## config.mk

```make
export PLATFORM = sky130hd
export DESIGN_NAME = dlm_front
export DESIGN_NICKNAME = d
export VERILOG_FILES = /design/src/rtl/dlm_pkg.sv /design/src/rtl/dlm_front.sv
export SDC_FILE = /design/constraint.sdc
export NUM_CORES = 1
export LEC_CHECK = 0
export ABC_CLOCK_PERIOD_IN_PS = 1700
export BUFFER_PORTS_ARGS = -buffer_cell sky130_fd_sc_hd__buf_4
export CAP_MARGIN = 10
export CORE_MARGIN = 10
export CORE_UTILIZATION = 39
export CTS_CLUSTER_SIZE = 25
export DETAILED_ROUTE_END_ITERATION = 6
export GPL_TIMING_DRIVEN = 0
export PLACE_DENSITY = 0.74
export SLEW_MARGIN = 20
export SYNTH_ARGS = -nofsm -noshare
export SYNTH_HDL_FRONTEND = slang
export SYNTH_SLANG_ARGS = --single-unit
```

## constraint.sdc

```tcl
create_clock -name clock -period 1.7 [get_ports clock]
set_clock_uncertainty 0.05 [all_clocks]
set_input_delay 0.17 -clock clock [delete_from_list [all_inputs] [get_ports clock]]
set_output_delay 0.17 -clock clock [all_outputs]
set_load 0.03 [all_outputs]
```

## src/rtl/dlm_pkg.sv

```systemverilog
// shared types and constants for the dfa longest-match runner
`timescale 1ns / 1ps

package dlm_pkg;

   localparam int NODE_W      = 6;
   localparam int CHAR_W      = 8;
   localparam int CMD_W       = 2;
   localparam int POS_W       = 16;
   localparam int VERDICT_W   = 2;
   localparam int NODES       = 1 << NODE_W;
   localparam int TBL_AW      = NODE_W + CHAR_W;
   localparam int TBL_DEPTH   = 1 << TBL_AW;
   localparam int QUEUE_AW    = 1;
   localparam int QUEUE_DEPTH = 1 << QUEUE_AW;

   localparam logic [POS_W-1:0] POS_MAX = 16'hFFFF;

   localparam logic [CMD_W-1:0] CMD_TRANS = 2'd0;
   localparam logic [CMD_W-1:0] CMD_FLAGS = 2'd1;
   localparam logic [CMD_W-1:0] CMD_CHAR  = 2'd2;

   localparam logic [VERDICT_W-1:0] VERDICT_REJECT  = 2'd0;
   localparam logic [VERDICT_W-1:0] VERDICT_PARTIAL = 2'd1;
   localparam logic [VERDICT_W-1:0] VERDICT_FULL    = 2'd2;

   typedef struct packed {
      logic [CMD_W-1:0]  cmd;
      logic [NODE_W-1:0] node_index;
      logic [CHAR_W-1:0] char_code;
      logic [NODE_W-1:0] next_node;
      logic              edge_present;
      logic              accept_flag;
      logic              dead_flag;
      logic              is_last;
   } op_type;

   typedef struct packed {
      logic              present;
      logic [NODE_W-1:0] next;
   } edge_type;

   typedef struct packed {
      logic dead;
      logic accept;
   } flags_type;

endpackage

```

## src/rtl/dlm_front.sv

```systemverilog
// front end: takes request beats, drops unused commands, holds one op
`timescale 1ns / 1ps

module dlm_front
   import dlm_pkg::*;
(
   input  logic              clock,
   input  logic              reset,
   input  logic              req_valid,
   output logic              req_ready,
   input  logic [CMD_W-1:0]  req_cmd,
   input  logic [NODE_W-1:0] req_node_index,
   input  logic [CHAR_W-1:0] req_char_code,
   input  logic [NODE_W-1:0] req_next_node,
   input  logic              req_edge_present,
   input  logic              req_accept_flag,
   input  logic              req_dead_flag,
   input  logic              req_is_last,
   output logic              out_valid,
   input  logic              out_ready,
   output op_type            out_op
);

   logic   hold_valid_ff, hold_valid_in;
   op_type hold_op_ff, hold_op_in;
   logic   accept;
   logic   keep;

   assign req_ready = !hold_valid_ff || out_ready;
   assign accept    = req_valid && req_ready;

   always_comb begin
      unique case (req_cmd)
         CMD_TRANS, CMD_FLAGS, CMD_CHAR: keep = 1'b1;
         default:                        keep = 1'b0;
      endcase
   end

   always_comb begin
      hold_valid_in = hold_valid_ff && !out_ready;
      hold_op_in    = hold_op_ff;
      if (accept) begin
         hold_valid_in           = keep;
         hold_op_in.cmd          = req_cmd;
         hold_op_in.node_index   = req_node_index;
         hold_op_in.char_code    = req_char_code;
         hold_op_in.next_node    = req_next_node;
         hold_op_in.edge_present = req_edge_present;
         hold_op_in.accept_flag  = req_accept_flag;
         hold_op_in.dead_flag    = req_dead_flag;
         hold_op_in.is_last      = req_is_last;
      end
   end

   always_ff @(posedge clock) begin
      if (reset) begin
         hold_valid_ff <= 1'b0;
      end else begin
         hold_valid_ff <= hold_valid_in;
      end
   end

   always_ff @(posedge clock) begin
      hold_op_ff <= hold_op_in;
   end

   assign out_valid = hold_valid_ff;
   assign out_op    = hold_op_ff;

endmodule

```

**Word level (Yosys, flattened, before mapping)**

Cells that the tools add are included.

- Equal/unequal tests: 2
- Muxes and demuxes: 2
- Reductions and logical operators: 7

Operator list:

| cell | number |
|---|---|
| $reduce_or 3->1 | 1 |
| $eq 2x1->1 const B | 1 |
| $eq 2x2->1 const B | 1 |
| $logic_and 1x1->1 | 2 |
| $logic_not 1->1 | 2 |
| $logic_not 2->1 | 1 |
| $mux 1 | 2 |
| $logic_or 1x1->1 | 1 |

- Register bits: 27
- Bits of input ports: 30
- Output and inout port bits: 28
- Word-level logic and storage cells: 20

**Depth between registers and ports, before layout**

Gate-level depths: netlist (run 1).

- Depth after elaboration: 4
- Mapped depth: 2
- Mapped depth without buffers: 2

**Worst setup path before layout (run 1)**

Ideal clock, no wire load.

- Kind: flip-flop to flip-flop
- Start: reg hold_valid_ff (netlist: out_valid)
- End: reg hold_op_ff (netlist bit out_op[0]), enable pin
- Setup time: 0.364 ns
- Arrival: 1.043 ns
- Setup slack: 0.243 ns
- Cell stages (with the launch flop): 3
- Path buffers: 0
- Period minus slack after synthesis: 1.457 ns
- Path through: dfxtp_1 nand2b_4 and2_2

- Word-level cells in the longest chain between the ends: 3

RTL lines:

| element | RTL line | source |
|---|---|---|
| start, declared | dlm_front.sv:24 | `logic hold_valid_ff, hold_valid_in;` |
| start signal, assigned | dlm_front.sv:59 | `hold_valid_ff <= hold_valid_in;` |
| $logic_not 1->1 | dlm_front.sv:29 | `assign req_ready = !hold_valid_ff \|\| out_ready;` |
| $logic_or 1x1->1 | dlm_front.sv:29 |  |
| via req_ready | dlm_front.sv:10 | `output logic req_ready,` |
| $logic_and 1x1->1 | dlm_front.sv:30 | `assign accept = req_valid && req_ready;` |
| via accept | dlm_front.sv:26 | `logic accept;` |
| end signal, assigned | dlm_front.sv:64 | `hold_op_ff <= hold_op_in;` |
| end, declared | dlm_front.sv:25 | `op_type hold_op_ff, hold_op_in;` |

The timed path passes the listed nets, and every way through them passes these cells.
A chain may end at the register's enable or synchronous reset.

**Worst setup path in the final report (run 1)**

- Start: reg hold_valid_ff (netlist: out_valid)
- End: reg hold_op_ff (netlist bit out_op[5]), enable pin

- Word-level cells in the longest chain between the ends: 3

RTL lines:

| element | RTL line |
|---|---|
| $logic_not 1->1 | dlm_front.sv:29 |
| $logic_or 1x1->1 | dlm_front.sv:29 |
| $logic_and 1x1->1 | dlm_front.sv:30 |
| via accept | dlm_front.sv:26 |

The timed path passes the listed nets, and every way through them passes these cells.

==> flow_summary.toml, run 1 <==
[routing]
wirelength_mm = 2.57
first_iter_violations = 8
first_pass_iters = 4
avgViaCountPerCell = 4.32
post_drt_wl_per_cell_um = 17.6
ant_nets = 0
num_vias = 630
drc_errors = 0

[synth]
synthesis.area_sq_um = 841
syn_nets = 61
synth_top_area_share_pct = 92.9
synth_top_flop_cell = "edfxtp_1"
synth_seq_area_share_pct = 95.2
synth_top_cell_by_area = "edfxtp_1"
postSynthAreaPerCell_sq_um = 27.1
synth_cells = 31
synth.most_common_cell = "edfxtp_1"
synth_area_leaders = "edfxtp_1 (93%), dfxtp_1 (2.4%), nand2b_4 (1.6%), a21bo_1 (1.2%), a21oi_2 (1.0%)"
synth_edf_count = 26
ys_warn_count = 0
yosysUniqueCellTypes = 6
ys_seq_elements = 27
ys_async_sr_fraction_pct = 0

[hold_path]
worstHoldPathType = "in2reg"

[cts]
clk_pin_slew_worst_paths_ps = 120
cts_buffers = 3
clock_path_buffers = 2
post_cts_buffers = 0
htreeDepth = 1
clock_latency_ps = 300
clockRootBuffer = "clkbuf_4"
cts_tree = "built"
cts.sinks = 27
cts_resized = 0
cts_hold_buffers = 27

[floorplanning]
die_w_um = 66.4
core_sq_mm = 0.00200
rows = 16
start_util_pct = 42.0
ioPinCount = 58
fp.dieH_um = 66.4
die_area_sq_mm = 0.00441

[sta]
period_needed_ps = 1360
rsz0062_at_grt = "false"
slew_headroom_pct = 62.3
max_freq_mhz = 735
fin_setup_tns_ps = 0
final-setup-viol-count = 0
hold_ws_ps = 86.1
hold_viol = 0
maxSlewViolCount = 0
fin_crit_sh_pct = 80.0
worstMarginPinSlew_ps = 565

[run_status]
status = "finished, final reports clean"

[cells_and_area]
syn2layout_area_growth_pct = 90.2
n_antenna_cell = 0
nNetsFinal = 150
drive_above_1_share_pct = 52.9
final_util_pct = 79.9
fill_cells = 116

[critical_path]
end_kind = "register"
critical-path-max-stage-delay_ps = 520
crit_chain = "nand2b_4 > and2_2"
cp.arrival_ps = 1270
worstSetupPathType = "reg2reg"
path_max_fanout = 26
cp.required_ps = 1610
crit_slowest_cell = "and2_2"
worstSetupStartpointType = "register"

[global_routing]
grt-ovfl-total = 0
grt_first_pass_wirelength_mm = 3.79
first_global_vias = 713
track_usage_pct = 11.8
grt_start_max_net_pins = 27
grt_antenna_before_repair = 0

[placement]
place_congestion = 0.745
io_buffers = 57

[power_and_ir_drop]
p_per_area_mw_per_mm2 = 819
p_leak_nw = 0.681
vdd_ir_drop_max_v = 0.000660

[run]
drv_cap = 0
[kinds of logic after synthesis]
| group | count (synthesis) | synth area share, % |
|---|---|---|
| DFF | 27 | 95.2 |
| and+or+nand+nor | 2 | 2.53 |
| AOI/OAI and AO/OA | 2 | 2.23 |
[final timing paths]
| kind | startpoint | end | slack (ps) | cells after the start |
|---|---|---|---|---|
| setup reg to reg | out_valid$_SDFF_PP0_ | out_op[5]$_DFFE_PP_ | 340 | 2 |
| hold / removal | out_ready | out_valid$_SDFF_PP0_ | 90 | 3 |
| hold reg to reg | out_valid$_SDFF_PP0_ | out_valid$_SDFF_PP0_ | 470 | 2 |
| setup / recovery | out_valid$_SDFF_PP0_ | out_op[5]$_DFFE_PP_ | 340 | 2 |
[flip-flops by register name, indices dropped and copies added, names as in the netlist]
name       flops
out_op        26
out_valid      1
[through the flow]
stage               setup WS (ps)  instances  area (sq um)  total power, mW
floorplan                     243         31           841            0.901
global placement              360        115          1300             1.01
detailed placement            343        115          1300             1.02
CTS                           325        146          1600             1.32
global route                  251        146          1600             1.36
finish                        340        146          1600             1.31
[per-layer routing]
| metal | track usage (%) | vias to the layer above | routed length (um) |
|---|---|---|---|
| met5 | 0 | - | 0 |
| met4 | 3.93 | 0 | 12 |
| met3 | 4.58 | 2 | 233 |
| met2 | 24.5 | 37 | 1510 |
| met1 | 9.42 | 293 | 817 |
| li1 | - | 298 | - |
[critical path: cells and delay by family (launching register included)]
family        cells  cell delay, ps
flops             1             360
simple gates      2             610
[layout by cell type (no fill, tap or decap)]
| master | n |
|---|---|
| clkbuf_1 | 1 |
| dlygate4sd3_1 | 27 |
| clkbuf_4 | 3 |
| buf_4 | 57 |
| edfxtp_1 | 26 |
| a21bo_1 | 1 |
| dfxtp_1 | 1 |
| nand2b_4 | 1 |
| a21oi_2 | 1 |
| and2_2 | 1 |
[power by group]
group	switching (mW)	internal, mW	total [mW]
clock network	0.163	0.0914	0.255
logic	0.135	0.133	0.268
registers	0.0123	0.776	0.788
total	0.310	1.00	1.31
[final cells by class]
class / count / area [sq um] / share of cell area, %
timing repair buffer: 84 / 698 / 43.7
tap: 27 / 33.8 / 2.11
clock buffer: 4 / 26.3 / 1.64
sequential: 27 / 801 / 50.1
multi-input combinational: 4 / 40.0 / 2.50
No activity file was read; power rests on OpenSTA's default activity.
==> run 2: changes to the inputs <==
--- a/config.mk
+++ b/config.mk
@@ -5,7 +5,7 @@
 export SDC_FILE = /design/constraint.sdc
 export NUM_CORES = 1
 export LEC_CHECK = 0
-export ABC_CLOCK_PERIOD_IN_PS = 1700
+export ABC_CLOCK_PERIOD_IN_PS = 1350
 export BUFFER_PORTS_ARGS = -buffer_cell sky130_fd_sc_hd__buf_4
 export CAP_MARGIN = 10
 export CORE_MARGIN = 10
==> constraint.sdc (replaced) <==
create_clock -name clock -period 1.35 [get_ports clock]
set_clock_uncertainty 0.05 [all_clocks]
set_input_delay 0.135 -clock clock [delete_from_list [all_inputs] [get_ports clock]]
set_output_delay 0.135 -clock clock [all_outputs]
set_load 0.03 [all_outputs]
==> flow_summary.toml, run 2 (synthesized netlist as in run 1, its figures left out) <==
[routing]
drc_errors = 0
ant_nets = 0
avgViaCountPerCell = 4.29
wirelength_mm = 2.42
post_drt_wl_per_cell_um = 16.5
first_pass_iters = 4
first_iter_violations = 10
num_vias = 626

[sta]
hold_viol = 0
maxSlewViolCount = 0
final-setup-viol-count = 0
max_freq_mhz = 856
worstMarginPinSlew_ps = 330
slew_headroom_pct = 78.0
fin_ws_ps = 181
period_needed_ps = 1170
hold_ws_ps = 51.2
fin_crit_sh_pct = 86.6
fin_setup_tns_ps = 0
rsz0062_at_grt = "false"

[global_routing]
track_usage_pct = 11.3
grt-ovfl-total = 0
grt_start_max_net_pins = 27
grt_antenna_before_repair = 0
first_global_vias = 705
grt_first_pass_wirelength_mm = 3.68

[floorplanning]
fp.dieH_um = 66.4
core_sq_mm = 0.00200
ioPinCount = 58
start_util_pct = 42.0
die_w_um = 66.4
rows = 16
die_area_sq_mm = 0.00441

[cts]
clock_latency_ps = 310
cts_tree = "built"
cts_buffers = 3
clock_path_buffers = 2
clockRootBuffer = "clkbuf_4"
htreeDepth = 1
cts.sinks = 27
post_cts_buffers = 0
clk_pin_slew_worst_paths_ps = 120

[critical_path]
worstSetupStartpointType = "register"
worstSetupPathType = "reg2reg"
r2r_slack_ps = 180
path_max_fanout = 26
cp.required_ps = 1300
rr_worst_depth = 2
cp.arrival_ps = 1120
end_kind = "register"

[placement]
pre_cts_ws_ps = 188
io_buffers = 57
hpwl_mm = 1.66
place_congestion = 0.706

[hold_path]
worstHoldPathType = "in2reg"
hold_path_depth = 3

[power_and_ir_drop]
p_per_area_mw_per_mm2 = 1030
p_leak_nw = 0.683
vdd_ir_drop_max_v = 0.00103

[cells_and_area]
most-common-layout-cells = "buf_4 (57), dlygate4sd3_1 (27), edfxtp_1 (26)"
largest_reg_flops = 26
n_antenna_cell = 0
layout_commonest_cell = "buf_4"
drive_above_1_share_pct = 52.9
syn2layout_area_growth_pct = 90.3
nNetsFinal = 150

[run]
drv_cap = 0

[run_status]
status = "finished, final reports clean"
==> run 2: power breakdown <==
part | switching (mW) | internal (mW)
logic | 0.167 | 0.169
registers | 0.0140 | 0.976
clock network | 0.214 | 0.116
total | 0.395 | 1.26
==> run 2: what timing repair did <==
item,in CTS,in global routing
gates resized for setup,0,0
endpoints found under the setup margin,0,0
hold buffers,27,0
hold endpoints to repair,27,0
==> run 2: worst max-delay path, stage by stage (launching register included) <==
cell and delay (ps):
dfxtp_1 360, nand2b_4 90, and2_4 360
==> run 2: worst paths after layout <==
kind,startpoint,end
max,out_valid$_SDFF_PP0_,out_op[19]$_DFFE_PP_
min,out_ready,out_valid$_SDFF_PP0_
max reg2reg,out_valid$_SDFF_PP0_,out_op[19]$_DFFE_PP_
min reg2reg,out_valid$_SDFF_PP0_,out_valid$_SDFF_PP0_
==> run 2: cell type report <==
cell class	count	area [sq um]
fill	128	402
tap	27	33.8
clock buffer	4	26.3
timing repair buffer	84	698
multi-input combinational	4	41.3
sequential	27	801
==> run 2: metal layers <==
layer	global-route usage (%)	routed length [um]	part of all wire [%]	vias up
li1	-	-	-	298
met1	10.6	844	35	282
met2	19.0	1230	51	41
met3	6.27	295	12	5
met4	6.28	50	2.1	0
met5	0	0	0	-
==> run 2: per-stage QoR <==
| stage | instance area [sq um] | power [mW] | instances | utilization (%) |
|---|---|---|---|---|
| 2_1_floorplan | 842 | 1.14 | 31 | - |
| 3_3_place_gp | 1300 | 1.28 | 115 | 65.1 |
| 3_5_place_dp | 1300 | 1.28 | 115 | 65.1 |
| 4_1_cts | 1600 | 1.67 | 146 | 79.9 |
| 5_1_grt | 1600 | 1.73 | 146 | 79.9 |
| 6_report | 1600 | 1.66 | 146 | 79.9 |
