## src/rtl/dlm_pkg.sv

```systemverilog
// shared types and constants for the dfa longest-match runner
`timescale 1ns / 1ps

package dlm_pkg;

   localparam int NODE_W      = 6;
   localparam int CHAR_W      = 8;
   localparam int CMD_W       = 2;
   localparam int POS_W       = 16;
   localparam int VERDICT_W   = 2;
   localparam int NODES       = 1 << NODE_W;
   localparam int TBL_AW      = NODE_W + CHAR_W;
   localparam int TBL_DEPTH   = 1 << TBL_AW;
   localparam int QUEUE_AW    = 1;
   localparam int QUEUE_DEPTH = 1 << QUEUE_AW;

   localparam logic [POS_W-1:0] POS_MAX = 16'hFFFF;

   localparam logic [CMD_W-1:0] CMD_TRANS = 2'd0;
   localparam logic [CMD_W-1:0] CMD_FLAGS = 2'd1;
   localparam logic [CMD_W-1:0] CMD_CHAR  = 2'd2;

   localparam logic [VERDICT_W-1:0] VERDICT_REJECT  = 2'd0;
   localparam logic [VERDICT_W-1:0] VERDICT_PARTIAL = 2'd1;
   localparam logic [VERDICT_W-1:0] VERDICT_FULL    = 2'd2;

   typedef struct packed {
      logic [CMD_W-1:0]  cmd;
      logic [NODE_W-1:0] node_index;
      logic [CHAR_W-1:0] char_code;
      logic [NODE_W-1:0] next_node;
      logic              edge_present;
      logic              accept_flag;
      logic              dead_flag;
      logic              is_last;
   } op_type;

   typedef struct packed {
      logic              present;
      logic [NODE_W-1:0] next;
   } edge_type;

   typedef struct packed {
      logic dead;
      logic accept;
   } flags_type;

endpackage

```

## src/rtl/dlm_queue.sv

```systemverilog
// two-entry op queue between front and back
`timescale 1ns / 1ps

module dlm_queue
   import dlm_pkg::*;
(
   input  logic   clock,
   input  logic   reset,
   input  logic   push_valid,
   output logic   push_ready,
   input  op_type push_op,
   output logic   pop_valid,
   input  logic   pop_ready,
   output op_type pop_op
);

   op_type              slot_ff [QUEUE_DEPTH];
   logic [QUEUE_AW-1:0] wr_ptr_ff, wr_ptr_in;
   logic [QUEUE_AW-1:0] rd_ptr_ff, rd_ptr_in;
   logic [QUEUE_AW:0]   count_ff, count_in;
   logic                push;
   logic                pop;

   assign push_ready = count_ff != (QUEUE_AW + 1)'(QUEUE_DEPTH);
   assign pop_valid  = count_ff != '0;
   assign push       = push_valid && push_ready;
   assign pop        = pop_valid && pop_ready;
   assign pop_op     = slot_ff[rd_ptr_ff];

   always_comb begin
      wr_ptr_in = push ? wr_ptr_ff + 1'b1 : wr_ptr_ff;
      rd_ptr_in = pop ? rd_ptr_ff + 1'b1 : rd_ptr_ff;
      count_in  = count_ff;
      if (push && !pop) begin
         count_in = count_ff + 1'b1;
      end else if (pop && !push) begin
         count_in = count_ff - 1'b1;
      end
   end

   always_ff @(posedge clock) begin
      if (reset) begin
         wr_ptr_ff <= '0;
         rd_ptr_ff <= '0;
         count_ff  <= '0;
      end else begin
         wr_ptr_ff <= wr_ptr_in;
         rd_ptr_ff <= rd_ptr_in;
         count_ff  <= count_in;
      end
   end

   always_ff @(posedge clock) begin
      if (push) begin
         slot_ff[wr_ptr_ff] <= push_op;
      end
   end

endmodule

```

## config.mk

```make
export PLATFORM = sky130hd
export DESIGN_NAME = dlm_queue
export DESIGN_NICKNAME = d
export VERILOG_FILES = /design/src/rtl/dlm_pkg.sv /design/src/rtl/dlm_queue.sv
export SDC_FILE = /design/constraint.sdc
export NUM_CORES = 1
export LEC_CHECK = 0
export BUFFER_PORTS_ARGS = -buffer_cell sky130_fd_sc_hd__buf_2
export CAP_MARGIN = 25
export CORE_UTILIZATION = 45
export DETAILED_ROUTE_END_ITERATION = 16
export PLACE_DENSITY = 0.7
export SYNTH_ARGS = -nofsm -noshare
export SYNTH_HDL_FRONTEND = slang
export SYNTH_SLANG_ARGS = --single-unit
export TNS_END_PERCENT = 1
```

## constraint.sdc

```tcl
create_clock -name clock -period 2.4 [get_ports clock]
set_input_delay 0.6 -clock clock [delete_from_list [all_inputs] [get_ports clock]]
set_output_delay 0.6 -clock clock [all_outputs]
set_load 0.02 [all_outputs]
```

Word level (Yosys, flattened, before mapping)
Memory sizes are Yosys's and may differ from the RTL's. A register that Yosys moved wholly into a read port is not among the register bits.
Cells that the tools add are included.

cells by class
  $add $sub $neg = 4
  equality and inequality tests = 1
  multiplexer cells = 6
  reductions and logical operators = 8

operator list
  kind                                               count
  logical AND 1 bit                                  4
  2-to-1 mux 1 bit                                   4
  2-to-1 mux 2 bit                                   2
  nonzero test 2 bit                                 2
  adder 1 bit (second input constant)                2
  adder 2 x 1 -> 2 bit (second input constant)       1
  zero test 1 bit                                    2
  != test 2 bit (second input constant)              1
  subtractor 2 x 1 -> 2 bit (second input constant)  1

word-level totals
  register bits = 4
  RAM bits = 52
  bits of input ports = 30
  output and inout bits = 28
  word-level logic and storage cells = 23
  memories = 1

memory list
  name     words  bits a word  rd ports  clocked after Yosys merged registers in  wr ports  line             RTL
  slot_ff  2      26           1         1                                        1         dlm_queue.sv:17  op_type slot_ff [QUEUE_DEPTH];

Logic depth before layout (Yosys ltp)
Gate-level depths: netlist (run 1).

  word-level depth = 6
  depth in mapped cells = 6
  gate-level depth less buffers = 6

Least setup slack after synthesis (run 1)
Ideal clock, no wire load.

  kind = register to register
  start point = register count_ff[0]
  end point = memory slot_ff[1][0] (netlist bit), enable pin
  library setup time = 0.385 ns
  arrival = 1.426 ns
  required time = 2.015 ns
  slack = 0.589 ns
  cell stages (with the launch flop) = 3
  path buffers = 0
  period minus slack after synthesis = 1.811 ns
  cells stage by stage = dfxtp_1 > nand2b_1 > and3_1

on the way
  word-level cells in the longest chain between the ends = 4

ends and longest elaborated chain
  what                                    line             RTL
  start: declaration                      dlm_queue.sv:20  logic [QUEUE_AW:0] count_ff, count_in;
  start signal: assignment                dlm_queue.sv:49  count_ff <= count_in;
  != test 2 bit                           dlm_queue.sv:24  assign push_ready = count_ff != (QUEUE_AW + 1)'(QUEUE_DEPTH);
  net push_ready                          dlm_queue.sv:10  output logic push_ready,
  logical AND 1 bit                       dlm_queue.sv:26  assign push = push_valid && push_ready;
  2-to-1 mux 1 bit                        dlm_queue.sv:54  if (push) begin
  2-to-1 mux 1 bit (implied by the code)  dlm_queue.sv:55  slot_ff[wr_ptr_ff] <= push_op;
  end: declaration                        dlm_queue.sv:17

The timed path passes the listed nets, and every way through them passes these cells.

==> results of run 1 <==
final timing paths:
check	cells after the start	slack [ps]	endpoint
worst max-delay path	3	420	pop_op[5]
worst min-delay path	1	470	slot_ff[0][5]$_DFFE_PP_
worst max register to register	5	740	count_ff[1]$_SDFFE_PP0P_
worst min register to register	2	520	rd_ptr_ff$_SDFFE_PP0P_
Yosys cell counts:
master / number
a21bo_2: 1
a21oi_1: 2
and2_1: 1
and3_1: 1
buf_2: 1
buf_4: 2
dfxtp_1: 5
edfxtp_1: 52
ha_1: 1
inv_1: 1
mux2_2: 26
nand2b_1: 1
nand3b_1: 1
nor2_1: 3
o21ai_0: 2
or2_2: 1
or3_1: 1
xor2_1: 3
cell families (layout without fill, tap and decap cells):
family | Yosys count | in the layout
AOI/OAI and AO/OA | 5 | 5
xor gates and xnor gates | 3 | 3
adders and majority gates | 1 | 1
buffers and inverters | 4 | 79
DFF | 57 | 57
muxes | 26 | 26
and+or+nand+nor | 9 | 9
area by class of cell:
class / instances / area [sq um] / area share (%)
inverters: 1 / 3.75 / 0.143
clock inverters: 6 / 25.0 / 0.956
flip-flops and latches: 57 / 1660 / 63.5
multi-input cells: 44 / 412 / 15.7
clock buffers: 10 / 128 / 4.88
repair buffers: 62 / 323 / 12.3
well taps: 52 / 65.1 / 2.49
routing by layer:
metal,vias up,share of wire [%]
met3,6,5.7
met1,557,41
met2,40,52
met5,-,0
met4,0,1.6
li1,542,-
cells in the final DEF (no fill, tap or decap), types with 2 or more instances in the layout:
master	synthesis	layout
buf_2	1	57
edfxtp_1	52	52
mux2_2	26	26
clkbuf_8	0	9
dfxtp_1	5	5
buf_4	2	5
clkinv_1	0	4
xor2_1	3	3
nor2_1	3	3
o21ai_0	2	2
a21oi_1	2	2
clkinv_2	0	2
flip-flops by register name (all words and copies together), names as in the netlist, named ones only:
| register | flops |
|---|---|
| slot_ff | 52 |
| rd_ptr_ff | 1 |
| count_ff | 2 |
| wr_ptr_ff | 1 |
power by group:
group,switching (W),internal [W]
Combinational,0.000475,0.000344
Clock,0.000334,0.000356
Sequential,0.0000480,0.00125
Total,0.000857,0.00195
stage by stage:
stage,hold slack [ps],setup slack (ps)
after floorplan,471,589
after global placement,490,698
after detailed placement,505,645
after CTS,460,378
after global routing,453,332
final,473,417
==> key figures, run 1 <==
Outcome
  • Status: finished clean

Drt
  • Post-detailed-routing wire length: 3510 um
  • Antenna-violating nets left: 0
  • Router iterations before antenna repair: 5
  • Average via count per standard cell: 4.94
  • DR WL/cell: 15.1 um
  • Routed via count: 1145
  • Violation count after the first detailed-route iteration: 87
  • Drc violations: 0

STA
  • Final total negative setup slack: 0 ps
  • Final hold violations: 0
  • Period utilization: 82.6%
  • Tightest slew margin relative to the limit: 75.7%
  • Post-layout minimum cycle time: 1980 ps
  • Transition at the pin with the smallest max-transition slack: 364 ps
  • Final clock skew: 6.69 ps
  • Final number of setup-violating endpoints: 0
  • Count of final max-slew check failures: 0
  • Achievable frequency: 504 MHz
  • Setup repair after global routing missed its margin: false

Global routing
  • Most heavily used metal layer in global routing: met2
  • Overall overflow remaining after global route: 0
  • Met2 GRT Util: 25.8%
  • Fraction of met1 tracks used by global routing: 17.6%
  • Global-route wire length before repair: 5660 um
  • Antenna violations before repair: 0
  • Maximum number of pins on one net before global-route repair: 27
  • Met3 track demand over resource in global routing: 6.06%
  • All-layer global routing usage: 15.7%
  • Via count of the first global-routing pass: 1233

Power
  • Total power per unit cell area: 1070 nW/um^2
  • Post-layout total power: 0.00280 W
  • Peak supply drop: 0.000615 V
  • Standby leakage power: 1.01 nW

Clock network
  • CTS Buf Count: 9
  • Setup fix buffers added after clock tree synthesis: 0
  • H-tree level count: 3
  • Clock slew at the register clock pins of the worst setup and hold paths: 60 ps
  • Post-CTS Resized: 0
  • Clock sinks: 57
  • Hold-fix buffers at CTS: 0
  • CTS tree: done
  • Cell at the root of the clock tree: clkbuf_8
  • Maximum buffer depth of the clock tree: 2
  • Worst-skew pair later-pin latency: 310 ps

Cells and area
  • P&R area growth vs syn: 24.8%
  • Fill cell count: 347
  • Total non-filler cell area in the finished layout: 2620 sq um
  • Filler-free cell count of the finished design: 232
  • Layout Utilization: 59.3%
  • Nets@finish: 206
  • Share of cells above drive strength 1: 56.1%
  • Antenna Cells: 0

Critical path
  • Max Fanout on Critical Path: 14
  • Crit path max-delay family: buffers and inverters
  • Arrival time at the worst endpoint: 1380 ps
  • Crit-path slowest cell: mux2_2
  • Highest cell delay on the worst timing path: 360 ps
  • Startpoint class of the critical path: register
  • Number of buffer and inverter stages on the critical path: 2
  • Startpoint of the most critical register-to-register path: count_ff[0]$_SDFFE_PP0P_
  • Endpoint required time on the critical path: 1800 ps
  • Critical setup path kind: register to output pin
  • Critical path endpoint category: output pin
  • CP cell instances: buf_4, mux2_2, buf_2

Worst hold path
  • Start point of the worst hold path: push_op[5]
  • Class of the tightest hold or removal check: input port to register

Logic synthesis
  • Total of flip-flops plus latches after synthesis: 57
  • Largest cells by area after synthesis: edfxtp_1 74%, mux2_2 14%, dfxtp_1 4.8%
  • Fraction of the mapped netlist area in simple logic gates: 2.39%
  • Syn Inst Count: 105
  • Main combinational cell family by area after synthesis: multiplexers
  • Top cell type's share of synthesized area: 74.5%
  • Share of cell area taken by muxes after synthesis: 14.0%
  • Compound-gate portion of the synthesized area: 1.43%
  • Nets in the synthesized netlist: 136
  • Fraction of synthesized cell area in xor and xnor cells: 1.25%
  • Adder-cell share of the synthesized area: 0.597%
  • Synth area leader: edfxtp_1
  • Yosys warning total: 0
  • Share of the yosys chip area belonging to registers: 79.2%
  • Mean instance size in the synthesized netlist: 20.0 sq um
  • Area of the mapped netlist: 2100 sq um
  • Number of distinct standard cells referenced by the synthesized netlist: 18

Floorplanning
  • Num ports: 58
  • DIE AREA: 4940 sq um
  • Standard-cell row count: 24
  • Height of the die: 70.3 um
  • Die width: 70.3 um
  • Placeable core region: 4410 sq um
  • Initial core utilization: 47.5%

Placement
  • RePlAce Congestion: 0.656
  • Cell count after placement: 216
  • Placed Area: 2460 sq um
  • Hpwl dp: 2370 um
  • # port buffers: 57

Flow run
  • Number of violations of the max-capacitance limit: 0
Note: power is estimated with default switching activity, not from simulation.
==> run 2, diff against run 1 <==
--- a/config.mk
+++ b/config.mk
@@ -5,11 +5,12 @@
 export SDC_FILE = /design/constraint.sdc
 export NUM_CORES = 1
 export LEC_CHECK = 0
+export ABC_AREA = 1
 export BUFFER_PORTS_ARGS = -buffer_cell sky130_fd_sc_hd__buf_2
 export CAP_MARGIN = 25
 export CORE_UTILIZATION = 45
 export DETAILED_ROUTE_END_ITERATION = 16
-export PLACE_DENSITY = 0.7
+export PLACE_DENSITY = 0.72
 export SYNTH_ARGS = -nofsm -noshare
 export SYNTH_HDL_FRONTEND = slang
 export SYNTH_SLANG_ARGS = --single-unit
==> constraint.sdc (replaced) <==
create_clock -name clock -period 1.7 [get_ports clock]
set_input_delay 0.425 -clock clock [delete_from_list [all_inputs] [get_ports clock]]
set_output_delay 0.425 -clock clock [all_outputs]
set_load 0.02 [all_outputs]
==> run 2 against run 1 <==
  * The run now ends with negative setup slack left
  * Sequential power rose by 44%
  * Final area rose by 15%
  * Clock-buffer cell count did not move
  * Flip-flop and latch count did not move
  * Non-clock buffer count rose by 3
  * Hold slack got worse by 180 ps
  * Via count rose by 5.8%
  * Global-route usage fell by 0.12 points
  * Clock skew fell by 3.3 ps
  * Clock power rose by 37%
  * Final cell count rose by 12%
  * Critical path depth did not move
==> key figures, run 2 <==
Outcome
  • Status: complete, but fails checks
  • Failing checks: negative setup slack

Logic synthesis
  • Mean instance size in the synthesized netlist: 18.8 sq um
  • Syn Inst Count: 118
  • Yosys warning total: 0
  • Top cell type's share of synthesized area: 70.3%
  • Area of the mapped netlist: 2220 sq um
  • Nets in the synthesized netlist: 149
  • Number of distinct standard cells referenced by the synthesized netlist: 14
  • Share of the yosys chip area belonging to registers: 74.9%
  • Most used standard cells in the synthesized netlist: 52 x edfxtp_1, 20 x mux2_4, 9 x nand2_1
  • Top flip-flop cell by instance count after synthesis: edfxtp_1
  • Most frequent cell after synthesis: edfxtp_1
  • EDFF count, synth: 52
  • Total of flip-flops plus latches after synthesis: 57
  • Largest cells by area after synthesis: edfxtp_1 70%, mux2_4 14%, dfxtp_1 4.5%
  • Synth area leader: edfxtp_1
  • Share of async-settable or async-resettable flops after synthesis: 0%

Cells and area
  • Leading registers by flop count: slot_ff: 52 flops, count_ff: 2 flops
  • P&R area growth vs syn: 36.0%
  • Share of cells above drive strength 1: 53.9%
  • Commonest non-fill, non-tap cells in the layout: 52 x edfxtp_1, 31 x buf_2, 26 x mux2_4, 26 x buf_6, 9 x clkbuf_8
  • Number of flip-flops in the largest register: 52
  • Total non-filler cell area in the finished layout: 3020 sq um
  • Most common cell after layout, fill and taps aside: edfxtp_1
  • Fill cell count: 356
  • Layout Utilization: 63.9%
  • Antenna Cells: 0
  • Nets@finish: 222
  • Register bank with the most flops: slot_ff

Placement
  • Placed Area: 2640 sq um
  • RePlAce Congestion: 0.694
  • Hpwl dp: 2620 um
  • # port buffers: 57
  • Pre-CTS worst setup slack: 177 ps

Floorplanning
  • Placeable core region: 4720 sq um
  • Height of the die: 72.2 um
  • Standard-cell row count: 25
  • DIE AREA: 5220 sq um
  • Initial core utilization: 47.0%
  • Die width: 72.2 um
  • Num ports: 58

Worst hold path
  • Class of the tightest hold or removal check: input port to register
  • Start point of the worst hold path: push_op[4]
  • Instance count along the most critical hold path: 1
  • WHS Endpoint: slot_ff[1][4]$_DFFE_PP_

Global routing
  • Maximum number of pins on one net before global-route repair: 23
  • Global-route wire length before repair: 5600 um
  • Antenna violations before repair: 0
  • Overall overflow remaining after global route: 0
  • Via count of the first global-routing pass: 1255
  • All-layer global routing usage: 15.6%

Clock network
  • Clock sinks: 57
  • CTS Buf Count: 9
  • Setup fix buffers added after clock tree synthesis: 0
  • H-tree level count: 3
  • Maximum buffer depth of the clock tree: 2
  • Worst-skew pair later-pin latency: 320 ps
  • Hold-fix buffers at CTS: 0
  • Clock slew at the register clock pins of the worst setup and hold paths: 60 ps
  • Cell at the root of the clock tree: clkbuf_8
  • CTS tree: done

STA
  • Period utilization: 104%
  • Fin worst setup slack: -65.8 ps
  • Achievable frequency: 566 MHz
  • Post-layout minimum cycle time: 1770 ps
  • Count of final max-slew check failures: 0
  • Setup repair after global routing missed its margin: true
  • Final hold violations: 0
  • Transition at the pin with the smallest max-transition slack: 170 ps
  • Final total negative setup slack: -1210 ps
  • Final clock skew: 3.40 ps
  • Tightest slew margin relative to the limit: 88.7%
  • Final number of setup-violating endpoints: 26

Power
  • Peak supply drop: 0.000734 V
  • Standby leakage power: 1.22 nW
  • Total power per unit cell area: 1470 nW/um^2

Critical path
  • Capture point of the worst reg-to-reg path: count_ff[1]$_SDFFE_PP0P_
  • Count of cells along the worst register-to-register path: 10
  • Arrival time at the worst endpoint: 1340 ps
  • Max Fanout on Critical Path: 7
  • Crit-path slowest cell: dfxtp_4
  • Critical path endpoint category: output pin
  • Startpoint class of the critical path: register
  • R2R setup slack: 240 ps
  • Critical setup path kind: register to output pin
  • CP cell instances: clkbuf_16, mux2_4, buf_6
  • Endpoint required time on the critical path: 1270 ps
  • Startpoint of the most critical register-to-register path: count_ff[0]$_SDFFE_PP0P_
  • Highest cell delay on the worst timing path: 410 ps

Drt
  • Average via count per standard cell: 4.66
  • Post-detailed-routing wire length: 3820 um
  • Antenna-violating nets left: 0
  • Routed via count: 1211
  • Drc violations: 0
  • DR WL/cell: 14.7 um
  • Router iterations before antenna repair: 4
  • Violation count after the first detailed-route iteration: 53

Flow run
  • Number of violations of the max-capacitance limit: 0
## run 2: cell types whose count changed in the layout (fill, tap and decap cells not counted), moves of 3 or more
cell / change
buf_12: +4
buf_2: -26
buf_4: -3
buf_6: +26
inv_1: +7
mux2_2: -26
mux2_4: +26
nand2_1: +8
xor2_1: -3
## run 2: area by class of cell
class                           count  area [sq um]  share of cell area [%]
Sequential cell                    57          1670                    55.2
Timing Repair Buffer               65           593                    19.7
Multi-Input combinational cell     50           507                    16.8
Clock buffer                       10           128                    4.23
Tap cell                           67          83.8                    2.78
Inverter                            8          30.0                   0.995
Clock inverter                      3          11.3                   0.373
## run 2: worst max path at each step
stage | endpoint | cells after the start | startpoint
after floorplan | slot_ff[0][0]$_DFFE_PP_ | 4 | count_ff[0]$_SDFFE_PP0P_
after global placement | pop_op[5] | 3 | register
after detailed placement | count_ff[1]$_SDFFE_PP0P_ | 10 | count_ff[0]$_SDFFE_PP0P_
after CTS | pop_op[13] | 3 | register
after global routing | pop_op[25] | 3 | register
final | pop_op[25] | 3 | register
## run 2: report_power, final
part	leakage [nW]	switching [W]	internal, W
combinational	0.623	0.000761	0.000862
sequential	0.527	0.0000829	0.00178
clock	0.0706	0.000455	0.000488
total	1.22	0.00130	0.00313
## run 2: per-layer routing
layer / track usage, % / up-vias / share of wire, %
met5: 0 / - / 0
met4: 8.50 / 0 / 1.3
met3: 7.92 / 4 / 6.3
met2: 24.9 / 42 / 52
met1: 16.8 / 583 / 41
li1: - / 582 / -
## run 2: through the flow
step	instances	total power, W	hold slack [ps]
3_3_place_gp	245	0.00312	486
5_1_grt	260	0.00465	268
4_1_cts	258	0.00413	277
2_1_floorplan	118	0.00279	465
3_5_place_dp	245	0.00318	500
6_report	260	0.00443	293
## run 2: logic make-up after synthesis
group           after synthesis  synth area share, %
buf+inv                      11                 3.66
fa+ha+maj                     1                0.564
compound gates                4                0.902
simple gates                 19                 3.44
flops                        57                 74.9
mux                          26                 16.6
## run 2: repair_timing
item / CTS / global route
endpoints found under the hold margin: 0 / 0
gates cloned: 0 / 2
endpoints found under the setup margin: 26 / 27
resized for setup: 3 / 57
## run 2: critical path, delay by kind of cell (launching register included)
family	cells	cell delay, ps
buf+inv	2	310
mux	1	300
flops	1	410
==> run 3, diff against run 2 <==
--- a/config.mk
+++ b/config.mk
@@ -11,6 +11,7 @@
 export CORE_UTILIZATION = 45
 export DETAILED_ROUTE_END_ITERATION = 16
 export PLACE_DENSITY = 0.72
+export REMOVE_ABC_BUFFERS = 1
 export SYNTH_ARGS = -nofsm -noshare
 export SYNTH_HDL_FRONTEND = slang
 export SYNTH_SLANG_ARGS = --single-unit
==> run 3 against run 2 <==
  * The flow still finishes with violations (negative setup slack)
  * Routed wire length increased by 7.1%
  * Combinational power is essentially flat
  * Via count increased by 0.41%
  * Final area grew 0.58%
  * Register-to-register slack worse by 120 ps
  * Largest cell class unchanged
  * Sequential power about the same
  * Flip-flop and latch count is the same
  * Critical path depth is the same
  * Core utilization rose by 0.37 points
  * Critical path type unchanged
  * Die area is the same
  * Power up 5.7%
  * Fmax decreased by 1.2%
==> key figures, run 3 (synthesis gave the netlist of run 2 again) <==
Outcome
  • Status: complete, but fails checks
  • Failing checks: negative setup slack

Drt
  • Router iterations before antenna repair: 4
  • Drc violations: 0
  • DR WL/cell: 15.5 um
  • Post-detailed-routing wire length: 4090 um
  • Antenna-violating nets left: 0
  • Average via count per standard cell: 4.61
  • Routed via count: 1216
  • Violation count after the first detailed-route iteration: 83

Cells and area
  • Leading registers by flop count: slot_ff: 52 flops, count_ff: 2 flops
  • Number of flip-flops in the largest register: 52
  • Register area: 1670 sq um
  • Total non-filler cell area in the finished layout: 3040 sq um
  • Register bank with the most flops: slot_ff
  • Fill cell count: 344
  • Share of cells above drive strength 1: 55.3%
  • Antenna Cells: 0
  • Multi-input gate area: 504 sq um
  • Commonest non-fill, non-tap cells in the layout: 52 x edfxtp_1, 33 x buf_2, 26 x mux2_4
  • Nets@finish: 223
  • P&R area growth vs syn: 36.8%
  • Most common cell after layout, fill and taps aside: edfxtp_1

STA
  • Fin worst setup slack: -88.1 ps
  • Final clock skew: 5.18 ps
  • Count of final max-slew check failures: 0
  • Hold WS: 281 ps
  • Achievable frequency: 559 MHz
  • Post-layout minimum cycle time: 1790 ps
  • Tightest slew margin relative to the limit: 82.1%
  • Final hold violations: 0
  • Period utilization: 105%
  • Setup repair after global routing missed its margin: true
  • Final number of setup-violating endpoints: 26
  • Transition at the pin with the smallest max-transition slack: 269 ps
  • Final total negative setup slack: -1850 ps

Clock network
  • Worst-skew pair later-pin latency: 330 ps
  • Clock slew at the register clock pins of the worst setup and hold paths: 60 ps
  • Cell at the root of the clock tree: clkbuf_8
  • Maximum buffer depth of the clock tree: 2
  • CTS tree: done
  • Clock sinks: 57
  • CTS Buf Count: 9
  • H-tree level count: 3

Placement
  • Hpwl dp: 2620 um
  • # port buffers: 57
  • RePlAce Congestion: 0.749
  • Pre-CTS worst setup slack: 155 ps
  • Placed Area: 2600 sq um

Power
  • Total power per unit cell area: 1540 nW/um^2
  • Standby leakage power: 1.24 nW
  • Peak supply drop: 0.000844 V
  • Post-layout total power: 0.00468 W

Floorplanning
  • DIE AREA: 5220 sq um
  • Die width: 72.2 um
  • Num ports: 58
  • Placeable core region: 4720 sq um
  • Standard-cell row count: 25
  • Initial core utilization: 47.0%
  • Height of the die: 72.2 um

Critical path
  • Critical setup path kind: register to output pin
  • Max Fanout on Critical Path: 5
  • Arrival time at the worst endpoint: 1360 ps
  • Startpoint class of the critical path: register
  • Endpoint required time on the critical path: 1270 ps
  • Count of cells along the worst register-to-register path: 10
  • Critical path endpoint category: output pin

Global routing
  • Overall overflow remaining after global route: 0
  • Global-route wire length before repair: 5400 um
  • Maximum number of pins on one net before global-route repair: 20
  • Via count of the first global-routing pass: 1212
  • All-layer global routing usage: 14.8%
  • Antenna violations before repair: 0

Worst hold path
  • Class of the tightest hold or removal check: input port to register
  • Instance count along the most critical hold path: 1

Flow run
  • Number of violations of the max-capacitance limit: 0
-- run 3: critical path, cell delays in order, from the launching register on --
cell and delay, ps:
dfxtp_4 420, clkbuf_16 170, mux2_4 300, buf_6 130
-- run 3: timing repair --
action	CTS	global route
setup buffers	0	0
cloned	0	3
resized for setup	8	49
hold endpoints to repair	0	0
hold buffers	0	0
endpoints found under the setup margin	26	26
-- run 3: path summary, 6_finish.rpt --
kind,to,start,slack [ps]
max,pop_op[16],register,-90
min,slot_ff[1][17]$_DFFE_PP_,push_op[17],280
max reg2reg,count_ff[1]$_SDFFE_PP0P_,count_ff[0]$_SDFFE_PP0P_,120
min reg2reg,wr_ptr_ff$_SDFFE_PP0P_,wr_ptr_ff$_SDFFE_PP0P_,520
-- run 3: where the power goes --
part           internal (W)  switching [W]
Combinational      0.000825       0.000783
Sequential          0.00178      0.0000902
Clock              0.000709       0.000494
Total               0.00332        0.00137
-- run 3: per-stage QoR --
stage               utilization [%]  std cells
floorplan                         -        115
global placement               55.1        245
detailed placement             55.1        245
CTS                            59.6        261
global route                   64.3        264
finish                         64.3        264
-- run 3: layout make-up --
type / instances / area share [%]
Clock buffer: 12 / 4.78
Clock inverter: 4 / 1.48
Inverter: 8 / 0.989
Multi-Input combinational cell: 50 / 16.6
Sequential cell: 57 / 54.9
Tap cell: 67 / 2.76
Timing Repair Buffer: 66 / 18.5
-- run 3: layer usage --
layer / vias to the layer above / wire length (um) / GRT usage, %
met5: - / 0 / 0
met4: 0 / 65 / 8.28
met3: 10 / 242 / 7.50
met2: 52 / 2150 / 24.0
met1: 567 / 1630 / 15.5
li1: 587 / - / -
